[config.mk]
export PLATFORM = sky130hd
export DESIGN_NAME = regex_infix_to_postfix_unit
export DESIGN_NICKNAME = d
export VERILOG_FILES = /design/src/hdl/rip_pkg.sv /design/src/hdl/regex_infix_to_postfix_unit.sv /design/src/hdl/rip_front.sv /design/src/hdl/rip_queue.sv /design/src/hdl/rip_back.sv
export SDC_FILE = /design/constraint.sdc
export NUM_CORES = 1
export LEC_CHECK = 0
export BUFFER_PORTS_ARGS = -buffer_cell sky130_fd_sc_hd__buf_2
export CORE_ASPECT_RATIO = 1.25
export CORE_MARGIN = 5
export CORE_UTILIZATION = 50
export CTS_CLUSTER_DIAMETER = 100
export DETAILED_ROUTE_END_ITERATION = 7
export PLACE_DENSITY_LB_ADDON = 0.2
export SLEW_MARGIN = 10
export SYNTH_ARGS = -nofsm -noshare
export SYNTH_HDL_FRONTEND = slang
export SYNTH_SLANG_ARGS = --single-unit
[constraint.sdc]
create_clock -name clk_i -period 8.7 [get_ports clk_i]
set_clock_uncertainty 0.1 [all_clocks]
set_input_delay 0.87 -clock clk_i [delete_from_list [all_inputs] [get_ports clk_i]]
set_output_delay 0.87 -clock clk_i [all_outputs]
set_load 0.01 [all_outputs]
[src/hdl/rip_pkg.sv]
// Shared types, codes and helpers for the regex infix-to-postfix unit.
`default_nettype none

package rip_pkg;

  // Default operator stack depth (legal range 2 to 62).
  localparam int DEFAULT_STACK_DEPTH = 32;

  // Depth of the word queue between front and back; must be a power of two.
  localparam int QUEUE_DEPTH = 4;
  localparam int QUEUE_AW    = $clog2(QUEUE_DEPTH);

  // Pattern characters that act as operators.
  localparam logic [7:0] CHAR_REP   = 8'h2B;  // '+'
  localparam logic [7:0] CHAR_CAT   = 8'h2E;  // '.'
  localparam logic [7:0] CHAR_ALT   = 8'h7C;  // '|'
  localparam logic [7:0] CHAR_OPEN  = 8'h28;  // '('
  localparam logic [7:0] CHAR_CLOSE = 8'h29;  // ')'

  // Stack codes; a code's value is its precedence.
  typedef logic [1:0] op_code_t;
  localparam op_code_t OP_OPEN = 2'd0;
  localparam op_code_t OP_ALT  = 2'd1;
  localparam op_code_t OP_CAT  = 2'd2;
  localparam op_code_t OP_REP  = 2'd3;

  // Error codes on the closing word.
  localparam logic [1:0] ERR_NONE     = 2'd0;
  localparam logic [1:0] ERR_PAREN    = 2'd1;
  localparam logic [1:0] ERR_OVERFLOW = 2'd2;

  // Character classes found by the front end.
  typedef enum logic [1:0] {
    CLS_LIT,
    CLS_OPEN,
    CLS_CLOSE,
    CLS_OP
  } cls_e;

  // One classified pattern word as it travels through the queue.
  typedef struct packed {
    logic [7:0] data;
    logic       is_final;
    cls_e       cls;
    op_code_t   code;
  } item_t;

  // Maps a stack code back to its pattern character.
  function automatic logic [7:0] code_to_char(op_code_t code);
    logic [7:0] ch;
    unique case (code)
      OP_OPEN: ch = CHAR_OPEN;
      OP_ALT:  ch = CHAR_ALT;
      OP_CAT:  ch = CHAR_CAT;
      default: ch = CHAR_REP;
    endcase
    return ch;
  endfunction

endpackage

`default_nettype wire

[src/hdl/regex_infix_to_postfix_unit.sv]
// An accepted word is registered in a four-entry queue, then in the back end's current-word
// register; its postfix words leave through the output register. The back-end sequencer
// takes a literal through its idle and main states; an operator first pops each stacked
// operator of higher precedence, then is pushed; an inserted concatenation adds its own
// pop-then-push state; a final word adds a stack flush, an empty check and the closing word.
// Reset clears all control state; stack memory contents stay undefined until written.
`default_nettype none

module regex_infix_to_postfix_unit import rip_pkg::*; #(
  parameter int STACK_DEPTH = DEFAULT_STACK_DEPTH
) (
  input  wire logic       clk_i,
  input  wire logic       rst_ni,
  input  wire logic       in_valid_i,
  output logic            in_ready_o,
  input  wire logic [7:0] pattern_byte_i,
  input  wire logic       is_final_i,
  output logic            out_valid_o,
  input  wire logic       out_ready_i,
  output logic [7:0]      postfix_byte_o,
  output logic            has_byte_o,
  output logic            end_of_pattern_o,
  output logic [1:0]      error_code_o
);

  logic  f_valid;
  logic  f_ready;
  item_t f_item;
  logic  b_valid;
  logic  b_ready;
  item_t b_item;

  // Classify incoming words.
  rip_front u_front (
    .clk_i          (clk_i),
    .rst_ni         (rst_ni),
    .in_valid_i     (in_valid_i),
    .in_ready_o     (in_ready_o),
    .pattern_byte_i (pattern_byte_i),
    .is_final_i     (is_final_i),
    .q_valid_o      (f_valid),
    .q_ready_i      (f_ready),
    .q_item_o       (f_item)
  );

  // Decoupling queue.
  rip_queue u_queue (
    .clk_i        (clk_i),
    .rst_ni       (rst_ni),
    .push_valid_i (f_valid),
    .push_ready_o (f_ready),
    .push_item_i  (f_item),
    .pop_valid_o  (b_valid),
    .pop_ready_i  (b_ready),
    .pop_item_o   (b_item)
  );

  // Shunting-yard back end.
  rip_back #(
    .STACK_DEPTH (STACK_DEPTH)
  ) u_back (
    .clk_i            (clk_i),
    .rst_ni           (rst_ni),
    .q_valid_i        (b_valid),
    .q_ready_o        (b_ready),
    .q_item_i         (b_item),
    .out_valid_o      (out_valid_o),
    .out_ready_i      (out_ready_i),
    .postfix_byte_o   (postfix_byte_o),
    .has_byte_o       (has_byte_o),
    .end_of_pattern_o (end_of_pattern_o),
    .error_code_o     (error_code_o)
  );

endmodule

`default_nettype wire

[src/hdl/rip_front.sv]
// Front end: accepts pattern words and classifies them for the back end.
`default_nettype none

module rip_front import rip_pkg::*; (
  input  wire logic       clk_i,
  input  wire logic       rst_ni,
  input  wire logic       in_valid_i,
  output logic            in_ready_o,
  input  wire logic [7:0] pattern_byte_i,
  input  wire logic       is_final_i,
  output logic            q_valid_o,
  input  wire logic       q_ready_i,
  output item_t           q_item_o
);

  logic word_seen_q;

  // A word passes on as soon as the queue has room.
  assign in_ready_o = q_ready_i;
  assign q_valid_o  = in_valid_i;

  // Sort the character into literal, parenthesis or operator.
  always_comb begin
    q_item_o.data     = pattern_byte_i;
    q_item_o.is_final = is_final_i;
    q_item_o.cls      = CLS_LIT;
    q_item_o.code     = OP_OPEN;
    unique case (pattern_byte_i)
      CHAR_OPEN: begin
        q_item_o.cls  = CLS_OPEN;
        q_item_o.code = OP_OPEN;
      end
      CHAR_CLOSE: begin
        q_item_o.cls  = CLS_CLOSE;
        q_item_o.code = OP_OPEN;
      end
      CHAR_REP: begin
        q_item_o.cls  = CLS_OP;
        q_item_o.code = OP_REP;
      end
      CHAR_CAT: begin
        q_item_o.cls  = CLS_OP;
        q_item_o.code = OP_CAT;
      end
      CHAR_ALT: begin
        q_item_o.cls  = CLS_OP;
        q_item_o.code = OP_ALT;
      end
      default: begin
        q_item_o.cls  = CLS_LIT;
        q_item_o.code = OP_OPEN;
      end
    endcase
  end

  // Tracks whether any word has entered since reset.
  always_ff @(posedge clk_i or negedge rst_ni) begin
    if (!rst_ni) begin
      word_seen_q <= 1'b0;
    end else if (in_valid_i && q_ready_i) begin
      word_seen_q <= 1'b1;
    end
  end

  // Every accepted word sets the word-seen flag.
  assert property (@(posedge clk_i) disable iff (!rst_ni)
    q_valid_o && q_ready_i |=> word_seen_q)
    else $error("front: accepted word not recorded");

  // A classified close parenthesis always carries the open code.
  assert property (@(posedge clk_i) disable iff (!rst_ni)
    q_valid_o && q_item_o.cls == CLS_CLOSE |-> q_item_o.code == OP_OPEN)
    else $error("front: close parenthesis with operator code");

  // Operators never carry the open-parenthesis code.
  assert property (@(posedge clk_i) disable iff (!rst_ni)
    q_valid_o && q_item_o.cls == CLS_OP |-> q_item_o.code != OP_OPEN)
    else $error("front: operator classified with open code");

endmodule

`default_nettype wire

[src/hdl/rip_queue.sv]
// Short word queue that decouples the front end from the back end.
`default_nettype none

module rip_queue import rip_pkg::*; (
  input  wire logic  clk_i,
  input  wire logic  rst_ni,
  input  wire logic  push_valid_i,
  output logic       push_ready_o,
  input  wire item_t push_item_i,
  output logic       pop_valid_o,
  input  wire logic  pop_ready_i,
  output item_t      pop_item_o
);

  localparam int QCW = $clog2(QUEUE_DEPTH + 1);

  item_t                store_q [QUEUE_DEPTH];
  logic [QUEUE_AW-1:0]  wptr_q;
  logic [QUEUE_AW-1:0]  rptr_q;
  logic [QCW-1:0]       fill_q;
  logic                 push;
  logic                 pop;

  assign push_ready_o = (fill_q != QCW'(QUEUE_DEPTH));
  assign pop_valid_o  = (fill_q != '0);
  assign pop_item_o   = store_q[rptr_q];
  assign push         = push_valid_i && push_ready_o;
  assign pop          = pop_valid_o && pop_ready_i;

  // Pointers and fill level.
  always_ff @(posedge clk_i or negedge rst_ni) begin
    if (!rst_ni) begin
      wptr_q <= '0;
      rptr_q <= '0;
      fill_q <= '0;
    end else begin
      if (push) begin
        wptr_q <= wptr_q + QUEUE_AW'(1);
      end
      if (pop) begin
        rptr_q <= rptr_q + QUEUE_AW'(1);
      end
      if (push && !pop) begin
        fill_q <= fill_q + QCW'(1);
      end else if (pop && !push) begin
        fill_q <= fill_q - QCW'(1);
      end
    end
  end

  // Word storage.
  always_ff @(posedge clk_i) begin
    if (push) begin
      store_q[wptr_q] <= push_item_i;
    end
  end

  // The fill level never passes the depth.
  assert property (@(posedge clk_i) disable iff (!rst_ni)
    fill_q <= QCW'(QUEUE_DEPTH))
    else $error("queue: fill level out of range");

  // A full queue without a pop stays full and loses no entry.
  assert property (@(posedge clk_i) disable iff (!rst_ni)
    fill_q == QCW'(QUEUE_DEPTH) && !pop |=> fill_q == QCW'(QUEUE_DEPTH))
    else $error("queue: full queue lost an entry");

  // Pointers stay apart by exactly the fill level.
  assert property (@(posedge clk_i) disable iff (!rst_ni)
    QUEUE_AW'(fill_q) == QUEUE_AW'(wptr_q - rptr_q))
    else $error("queue: pointers disagree with fill level");

endmodule

`default_nettype wire

[src/hdl/rip_back.sv]
// Back end: shunting-yard sequencer with the operator stack and output register.
`default_nettype none

module rip_back import rip_pkg::*; #(
  parameter int STACK_DEPTH = DEFAULT_STACK_DEPTH
) (
  input  wire logic  clk_i,
  input  wire logic  rst_ni,
  input  wire logic  q_valid_i,
  output logic       q_ready_o,
  input  wire item_t q_item_i,
  output logic       out_valid_o,
  input  wire logic  out_ready_i,
  output logic [7:0] postfix_byte_o,
  output logic       has_byte_o,
  output logic       end_of_pattern_o,
  output logic [1:0] error_code_o
);

  localparam int AW = $clog2(STACK_DEPTH);
  localparam int CW = $clog2(STACK_DEPTH + 1);

  typedef enum logic [2:0] {
    ST_IDLE,
    ST_CAT,
    ST_MAIN,
    ST_FLUSH,
    ST_CLOSE
  } state_e;

  state_e          state_q, state_d;
  item_t           cur_q, cur_d;
  logic [CW-1:0]   cnt_q, cnt_d;
  op_code_t        top_q, top_d;
  op_code_t        rd_q;
  logic            prev_q, prev_d;
  logic            disc_q, disc_d;
  logic [1:0]      err_q, err_d;

  // Stack entries below the top; the top itself lives in top_q.
  op_code_t        mem_q [STACK_DEPTH];

  logic            out_valid_q;
  logic [7:0]      out_byte_q;
  logic            out_has_q;
  logic            out_end_q;
  logic [1:0]      out_err_q;

  logic            out_free;
  logic            emit;
  logic [7:0]      e_byte;
  logic            e_has;
  logic            e_end;
  logic [1:0]      e_err;
  logic            do_push;
  logic            do_pop;
  logic            clear;
  op_code_t        push_code;
  op_code_t        pcode;
  logic            pop_hi;
  logic            full;
  logic            concat;
  state_e          after;
  logic            wr_en;
  logic [AW-1:0]   wr_addr;
  logic [CW-1:0]   rd_idx;
  logic [AW-1:0]   rd_addr;

  assign out_free = !out_valid_q || out_ready_i;
  assign pcode    = (state_q == ST_CAT) ? OP_CAT : cur_q.code;
  assign pop_hi   = (cnt_q != '0) && (top_q > pcode);
  assign full     = (cnt_q == CW'(STACK_DEPTH));
  assign concat   = prev_q && (q_item_i.cls == CLS_LIT || q_item_i.cls == CLS_OPEN);
  assign after    = cur_q.is_final ? ST_FLUSH : ST_IDLE;

  // Sequencer: one stack move or one emitted word per cycle, while the output register can take a word.
  always_comb begin
    state_d   = state_q;
    cur_d     = cur_q;
    prev_d    = prev_q;
    disc_d    = disc_q;
    err_d     = err_q;
    emit      = 1'b0;
    e_byte    = '0;
    e_has     = 1'b0;
    e_end     = 1'b0;
    e_err     = ERR_NONE;
    do_push   = 1'b0;
    do_pop    = 1'b0;
    clear     = 1'b0;
    push_code = OP_OPEN;
    q_ready_o = 1'b0;

    unique case (state_q)
      ST_IDLE: begin
        q_ready_o = 1'b1;
        if (q_valid_i) begin
          if (disc_q) begin
            // Words after an error are dropped up to the last one.
            if (q_item_i.is_final) begin
              disc_d = 1'b0;
            end
          end else begin
            cur_d   = q_item_i;
            state_d = concat ? ST_CAT : ST_MAIN;
          end
        end
      end

      ST_CAT: begin
        // Implicit concatenation goes through the same pop-then-push path.
        if (pop_hi) begin
          if (out_free) begin
            emit   = 1'b1;
            e_byte = code_to_char(top_q);
            e_has  = 1'b1;
            do_pop = 1'b1;
          end
        end else if (full) begin
          err_d   = ERR_OVERFLOW;
          state_d = ST_CLOSE;
        end else begin
          do_push   = 1'b1;
          push_code = OP_CAT;
          state_d   = ST_MAIN;
        end
      end

      ST_MAIN: begin
        unique case (cur_q.cls)
          CLS_LIT: begin
            if (out_free) begin
              emit    = 1'b1;
              e_byte  = cur_q.data;
              e_has   = 1'b1;
              prev_d  = 1'b1;
              state_d = after;
            end
          end
          CLS_OPEN: begin
            prev_d = 1'b0;
            if (full) begin
              err_d   = ERR_OVERFLOW;
              state_d = ST_CLOSE;
            end else begin
              do_push   = 1'b1;
              push_code = OP_OPEN;
              state_d   = after;
            end
          end
          CLS_CLOSE: begin
            // Pop down to the matching open parenthesis.
            if (cnt_q == '0) begin
              err_d   = ERR_PAREN;
              state_d = ST_CLOSE;
            end else if (top_q == OP_OPEN) begin
              do_pop  = 1'b1;
              prev_d  = 1'b1;
              state_d = after;
            end else if (out_free) begin
              emit   = 1'b1;
              e_byte = code_to_char(top_q);
              e_has  = 1'b1;
              do_pop = 1'b1;
            end
          end
          default: begin
            // Operator: pop higher precedence, then push.
            if (pop_hi) begin
              if (out_free) begin
                emit   = 1'b1;
                e_byte = code_to_char(top_q);
                e_has  = 1'b1;
                do_pop = 1'b1;
              end
            end else if (full) begin
              err_d   = ERR_OVERFLOW;
              state_d = ST_CLOSE;
            end else begin
              do_push   = 1'b1;
              push_code = cur_q.code;
              prev_d    = (cur_q.code == OP_REP);
              state_d   = after;
            end
          end
        endcase
      end

      ST_FLUSH: begin
        // Drain the stack at the end of the pattern.
        if (cnt_q == '0) begin
          state_d = ST_CLOSE;
        end else if (top_q == OP_OPEN) begin
          err_d   = ERR_PAREN;
          state_d = ST_CLOSE;
        end else if (out_free) begin
          emit   = 1'b1;
          e_byte = code_to_char(top_q);
          e_has  = 1'b1;
          do_pop = 1'b1;
        end
      end

      default: begin
        // Closing word, then a fresh start for the next pattern.
        if (out_free) begin
          emit    = 1'b1;
          e_end   = 1'b1;
          e_err   = err_q;
          clear   = 1'b1;
          prev_d  = 1'b0;
          disc_d  = (err_q != ERR_NONE) && !cur_q.is_final;
          err_d   = ERR_NONE;
          state_d = ST_IDLE;
        end
      end
    endcase
  end

  // Stack pointer and cached top.
  always_comb begin
    cnt_d = cnt_q;
    top_d = top_q;
    if (do_push) begin
      cnt_d = cnt_q + CW'(1);
      top_d = push_code;
    end else if (do_pop) begin
      cnt_d = cnt_q - CW'(1);
      top_d = rd_q;
    end
    if (clear) begin
      cnt_d = '0;
    end
  end

  // The old top spills to memory on a push; the entry below the new top is read ahead.
  assign wr_en   = do_push && (cnt_q != '0);
  assign wr_addr = AW'(cnt_q - CW'(1));
  assign rd_idx  = cnt_d - CW'(2);
  assign rd_addr = rd_idx[AW-1:0];

  always_ff @(posedge clk_i) begin
    if (wr_en) begin
      mem_q[wr_addr] <= top_q;
    end
    if (wr_en && wr_addr == rd_addr) begin
      rd_q <= top_q;
    end else begin
      rd_q <= mem_q[rd_addr];
    end
  end

  // Control state, stack top and the output register.
  always_ff @(posedge clk_i or negedge rst_ni) begin
    if (!rst_ni) begin
      state_q     <= ST_IDLE;
      cnt_q       <= '0;
      top_q       <= OP_OPEN;
      prev_q      <= 1'b0;
      disc_q      <= 1'b0;
      err_q       <= ERR_NONE;
      out_valid_q <= 1'b0;
    end else begin
      state_q <= state_d;
      cnt_q   <= cnt_d;
      top_q   <= top_d;
      prev_q  <= prev_d;
      disc_q  <= disc_d;
      err_q   <= err_d;
      if (emit) begin
        out_valid_q <= 1'b1;
      end else if (out_ready_i) begin
        out_valid_q <= 1'b0;
      end
    end
  end

  // Current word and output payload.
  always_ff @(posedge clk_i) begin
    cur_q <= cur_d;
    if (emit) begin
      out_byte_q <= e_byte;
      out_has_q  <= e_has;
      out_end_q  <= e_end;
      out_err_q  <= e_err;
    end
  end

  assign out_valid_o      = out_valid_q;
  assign postfix_byte_o   = out_byte_q;
  assign has_byte_o       = out_has_q;
  assign end_of_pattern_o = out_end_q;
  assign error_code_o     = out_err_q;

  // The stack never holds more than its depth.
  assert property (@(posedge clk_i) disable iff (!rst_ni)
    cnt_q <= CW'(STACK_DEPTH))
    else $error("back: stack count beyond depth");

  // A word without a character is always a closing word.
  assert property (@(posedge clk_i) disable iff (!rst_ni)
    out_valid_o && !has_byte_o |-> end_of_pattern_o)
    else $error("back: bare word without end mark");

  // An error code shows up only on a bare closing word.
  assert property (@(posedge clk_i) disable iff (!rst_ni)
    out_valid_o && error_code_o != ERR_NONE |-> end_of_pattern_o && !has_byte_o)
    else $error("back: error code on a data word");

  // Closing a pattern leaves an empty stack.
  assert property (@(posedge clk_i) disable iff (!rst_ni)
    emit && state_q == ST_CLOSE |=> cnt_q == '0 && !prev_q)
    else $error("back: state not cleared after close");

endmodule

`default_nettype wire

### Yosys cells after proc, flatten, opt, wreduce, memory -nomap -nowiden

Memories as Yosys holds them, arrays and structs flattened. A register that Yosys moved wholly into a read port is not among the register bits.
Index checks and enable logic that the tools add are counted.

* memories: 2
* bits of input ports: 13
* flip-flop bits (word level): 48
* output and inout port bits: 14
* memory bits (writable): 116
* logic and storage cells: 190

* bitwise operators: 5
* reductions and logical operators: 41
* multiplexer cells: 85
* equality and inequality tests: 31
* add/sub/neg operators: 7
* $lt $le $gt $ge: 1

Memory list
* u_back.mem_q: depth 32, width 2, read ports 1, clocked after memory_dff 1, wr ports 1, RTL line rip_back.sv:41 `op_code_t mem_q [STACK_DEPTH];`
* u_queue.store_q: depth 4, width 13, read ports 1, clocked after memory_dff 0, wr ports 1, RTL line rip_queue.sv:17 `item_t store_q [QUEUE_DEPTH];`

Operators with widths (number)
* case mux 8 bit (3 select lines): 2
* two-way mux 3 bit: 14
* two-way mux 8 bit: 5
* equality test 8 x 6 -> 1 bit, second input constant: 4
* two-way mux 2 bit: 16
* two-way mux 1 bit: 26
* case mux 7 bit (3 select lines): 1
* case mux 4 bit (5 select lines): 1
* two-way mux 6 bit: 3
* case mux 7 bit (2 select lines): 1
* case mux 1 bit (3 select lines): 4
* case mux 3 bit (4 select lines): 1
* nonzero test 2 bit: 6
* inequality test 2 bit, second input constant: 5
* inequality test 5 bit, second input constant: 2
* case mux 1 bit (2 select lines): 5
* inequality test 3 x 2 -> 1 bit, second input constant: 3
* case mux 3 bit (3 select lines): 1
* OR reduction 3 bit: 3
* equality test 8 x 7 -> 1 bit, second input constant: 1
* logical AND 1 bit: 8
* case mux 2 bit (4 select lines): 1
* AND reduction 8 bit: 1
* two-way mux 7 bit: 1
* other kinds (35): 55

### Longest topological paths before layout

* word-level depth: 11
* mapped depth: 14
* mapped depth without buffers: 12

### Modules after synthesis

A second synthesis with hierarchy kept.

* cell total of the unflattened synthesis: 550
* area total of the unflattened synthesis: 7842.5 um2

By module, submodules not included
* rip_back: sequential area each 3173.0 um2, area an instance 5331.4 um2, times used 1, cells each 418
* rip_queue: sequential area each 1736.7 um2, area an instance 2316.0 um2, times used 1, cells each 103
* rip_front: sequential area each 0.0 um2, area an instance 195.2 um2, times used 1, cells each 29

### Least setup slack after synthesis

No wires, ideal clock.

* path type: register -> register
* start: reg u_back.state_q[0]
* end: reg with a tool-made name
* arrival: 2965 ps
* required time: 8480 ps
* stages on the path, launching flop included: 14
* path buffers: 1
* path slack: 5514 ps
* library setup time: 120 ps
* period minus slack after synthesis: 3186 ps
* cell sequence: dfrtp_1 clkbuf_1 nand2b_1 nor2_1 nor2_1 ha_1 nor2b_1 o2111ai_1 a211o_1 nand2_1 a31oi_1 or3_1 ha_1 xor2_1

RTL lines
* start, declared: RTL line rip_back.sv:31 `state_e state_q, state_d;`
* start signal, assigned: RTL line rip_back.sv:264 `state_q <= state_d;`

### Final worst setup path

* start: reg u_back.state_q[2]
* end: reg u_back.out_err_q[1], in the netlist u_back.error_code_o[1] (enable)

* word-level cells in the longest chain between the ends: 7
* elaborated cells between the ends (all ways): 10
* those cells by class: order compare (1); eq/ne (3); mux (4); reduce/logical (2)

Ends and longest elaborated chain
* equality test 3 x 1 -> 1 bit: RTL line rip_back.sv:70, rip_back.sv:94
* two-way mux 2 bit: RTL line rip_back.sv:70 `assign pcode = (state_q == ST_CAT) ? OP_CAT : cur_q.code;`
* greater-than comparator 2 bit: RTL line rip_back.sv:71 `assign pop_hi = (cnt_q != '0) && (top_q > pcode);`
* logical AND 1 bit: RTL line rip_back.sv:71
* two-way mux 1 bit: RTL line rip_back.sv:112 `if (pop_hi) begin`
* case mux 1 bit (3 select lines): RTL line rip_back.sv:130 `unique case (cur_q.cls)`
* case mux 1 bit (4 select lines) *: RTL line rip_back.sv:94 `unique case (state_q)`
* named net u_back.emit: RTL line rip_back.sv:50 `logic emit;`
* end signal, assigned: RTL line rip_back.sv:285 `out_err_q <= e_err;`
* end, declared: RTL line rip_back.sv:47 `logic [1:0] out_err_q;`

The timed path passes the listed nets; every way through them passes the cells marked *.
A chain may end at the register's enable or synchronous reset.

==> summary.txt <==
Critical path
  – Crit path DAT: 3.69 ns
  – Worst reg2reg startpoint: u_back.state_q[2]$_DFFE_PN0P_
  – FF-to-FF setup slack: 4.97 ns
  – CP bufs+invs: 0
  – CP most frequent cell: nor2_1
  – CP max stage delay: 0.53 ns
  – CP top delay family: simple AND/OR/NAND/NOR gates
  – Required @ worst endpoint: 8.65 ns
  – R2r endpoint: u_back.error_code_o[1]$_SDFFCE_PP0P_
  – Setup Crit Path Kind: flop to flop
  – Cell Chain, Critical Path: nand2b_1 > nor2_1 > nor2_1 > ha_1 > nor2b_1 > o21ai_1 > o21ai_0 > nand2_1 > nor2_1 > nor2_1 > nand2_1
  – Critical path capture point type: flop
  – Reg2reg path depth: 11
  – Critical Path Source Type: flop
  – Critical path's slowest cell: dfrtp_1
  – CP Max Fanout: 15

Clock tree
  – Worst-path clk slew: 0.06 ns
  – Post-CTS setup buffer count: 0
  – Clk root buf: clkbuf_16
  – Post-CTS Resized: 0
  – TritonCTS Buffers: 17
  – Clk_lat worst skew: 0.42 ns
  – Buffer depth of the longest clock path: 2
  – # H-tree levels: 4
  – CTS sink cnt: 169
  – Cts hold-fix bufs: 0
  – CTS tree: done

Run
  – Total of max-cap violations: 0

Worst hold path
  – HP Class: primary input to async pin

Floorplanning
  – Die area: 18300 sq um
  – Die H: 150 um
  – Core Footprint: 15500 sq um
  – Row cnt: 51
  – Initial Util: 0.505
  – Io pins: 27
  – Die W: 122 um

Finish
  – Layout Nets: 624
  – Layout cells sized above 1: 0.160
  – Area Overhead vs Synth: 11.3%
  – Commonest non-fill, non-tap cells in the layout: edfxtp_1 (141), nor2_1 (64), nand2_1 (39), mux4_2 (33), buf_2 (26)
  – Final instance area: 8710 sq um
  – Ant diodes: 0
  – Final core occ: 0.562
  – Number of fill cells: 1263
  – Commonest non-fill, non-tap cell in the layout: edfxtp_1

Timing
  – Fin crit share: 0.429
  – Worst slew margin: 0.271
  – Final count of negative-setup-slack endpoints: 0
  – Slew @ Worst Pin: 1.09 ns
  – Minimum clock period: 3.73 ns
  – RSZ-0062 raised after global routing: no
  – Fmax: 0.268 GHz
  – Final Hold Fails: 0
  – Final hold slack: 0.330 ns
  – Max-slew violations: 0
  – Setup_tns: 0 ns

Route
  – DRT Pass-1 Iters: 5
  – Post-route DRC: 0
  – Antenna Nets Post-Route: 0
  – Vias per inst: 5.77
  – Routed len/inst: 19.2 um
  – DRT iter0 DRCs: 426
  – Vias: 4694
  – WL final: 15.6 mm

Global route
  – Gr usage total: 0.182
  – Largest net degree at the start of global routing: 38
  – Initial antenna violation count: 0
  – GRT overflow: 0
  – Vias in the first global route: 4748
  – First-pass GRT wire length: 25.0 mm

Place
  – IO buf count: 26
  – Final HPWL DP: 11.1 mm
  – Routability Congestion: 0.916
  – DP Area: 8130 sq um

Yosys
  – Ys flop type: edfxtp_1
  – Syn_nets: 600
  – Async set-reset flop share out of synthesis: 0.136
  – Cells after synthesis: 564
  – Sequential element share of the synthesized area: 0.627
  – Syn Area/Cell: 13.9 sq um
  – Mapped cell area: 7830 sq um
  – Post-synth EDFFs: 141
  – Register bit count reported by yosys: 169
  – Synth cell types: 63
  – Ys Warns: 0

Outcome
  – Outcome: finished clean

Power
  – Power Dens Cells: 389 nW/um^2
  – Static leakage: 3.06 nW
  – Total power: 0.00339 W
  – Maximum vdd drop: 0.000171 V
[worst register-to-register path: cells and delay by family (launching register included)]
kind | cells | cell delay, ns
AND/OR/NAND/NOR | 8 | 1.66
AO/OA/AOI/OAI | 2 | 0.75
flip-flops | 1 | 0.53
adder cells (fa/ha/maj) | 1 | 0.33
[final cells by class]
| type | instances | area (sq um) | area share |
|---|---|---|---|
| tap | 212 | 265 | 0.0305 |
| clock inverter | 14 | 148 | 0.0169 |
| clock buffer | 18 | 429 | 0.0493 |
| multi-input combinational | 349 | 2730 | 0.314 |
| sequential | 169 | 4910 | 0.564 |
| inverter | 24 | 90.1 | 0.0103 |
| timing repair buffer | 27 | 138 | 0.0158 |
[power breakdown]
part           switching (W)  leakage (nW)  internal, W
registers           0.000218          1.62      0.00117
logic               0.000759          1.17     0.000513
clock network       0.000309         0.272     0.000424
total                0.00128          3.06      0.00211
[synth_stat cells, types with 5 or more instances]
library cell,number,area [sq um]
nor2b_1,7,43.8
edfxtp_1,141,4230
a31oi_1,8,50.1
nor3_1,10,50.1
dfrtp_1,23,576
nand2_1,39,146
dfxtp_1,5,100
a21oi_1,20,100
mux4_2,33,743
xnor2_1,7,61.3
o31ai_1,6,45.0
nand3_1,12,60.1
ha_1,22,275
inv_1,22,82.6
nor2_1,64,240
xor2_1,5,43.8
clkbuf_1,15,56.3
and3_1,8,50.1
nand2b_1,5,31.3
o21a_1,7,52.6
o21ai_0,23,115
mux2i_1,6,60.1
[flip-flops by register name, indices dropped and copies added (netlist names), named ones only]
name / flops
u_back.mem_q: 64
u_queue.store_q: 52
u_back.cur_q: 13
u_back.postfix_byte_o: 8
u_back.cnt_q: 6
u_back.state_q: 3
u_queue.fill_q: 3
u_back.err_q: 2
u_back.error_code_o: 2
u_back.top_q: 2
u_queue.rptr_q: 2
u_queue.wptr_q: 2
u_back.disc_q: 1
u_back.end_of_pattern_o: 1
u_back.has_byte_o: 1
u_back.out_valid_o: 1
u_back.prev_q: 1
[layer usage]
| layer | part of all wire | up-vias | GRT usage |
|---|---|---|---|
| met5 | 0 | - | 0 |
| met4 | 0.030 | 0 | 0.0824 |
| met3 | 0.030 | 33 | 0.0321 |
| met2 | 0.56 | 114 | 0.338 |
| met1 | 0.38 | 2335 | 0.200 |
| li1 | - | 2212 | - |
[kinds of logic after synthesis]
kind of cell / Yosys count / share of synthesized area
flip-flops: 169 / 0.627
AND/OR/NAND/NOR: 168 / 0.100
AO/OA/AOI/OAI: 105 / 0.0923
buffers and inverters: 46 / 0.0235
multiplexers: 41 / 0.106
adder cells (fa/ha/maj): 23 / 0.0377
XOR/XNOR: 12 / 0.0134
[worst max path at each step]
stage               depth (start not counted)  slack [ns]                          start                              endpoint
floorplan                                  13        5.51  u_back.state_q[0]$_DFFE_PN0P_                                  flop
global placement                           11        5.13  u_back.state_q[2]$_DFFE_PN0P_  u_back.error_code_o[0]$_SDFFCE_PP0P_
detailed placement                         11        5.05  u_back.state_q[2]$_DFFE_PN0P_  u_back.error_code_o[0]$_SDFFCE_PP0P_
CTS                                        11        5.01  u_back.state_q[2]$_DFFE_PN0P_    u_back.postfix_byte_o[2]$_DFFE_PP_
global route                               11        4.68  u_back.state_q[2]$_DFFE_PN0P_           u_back.has_byte_o$_DFFE_PP_
finish                                     11        4.97  u_back.state_q[2]$_DFFE_PN0P_  u_back.error_code_o[1]$_SDFFCE_PP0P_
[stage by stage]
| step | worst slack, ns | cells |
|---|---|---|
| 3_3_place_gp | 5.13 | 781 |
| 2_1_floorplan | 5.51 | 564 |
| 4_1_cts | 5.01 | 813 |
| 6_report | 4.97 | 813 |
| 5_1_grt | 4.68 | 813 |
| 3_5_place_dp | 5.05 | 781 |
No activity file was read; power rests on OpenSTA's default activity.
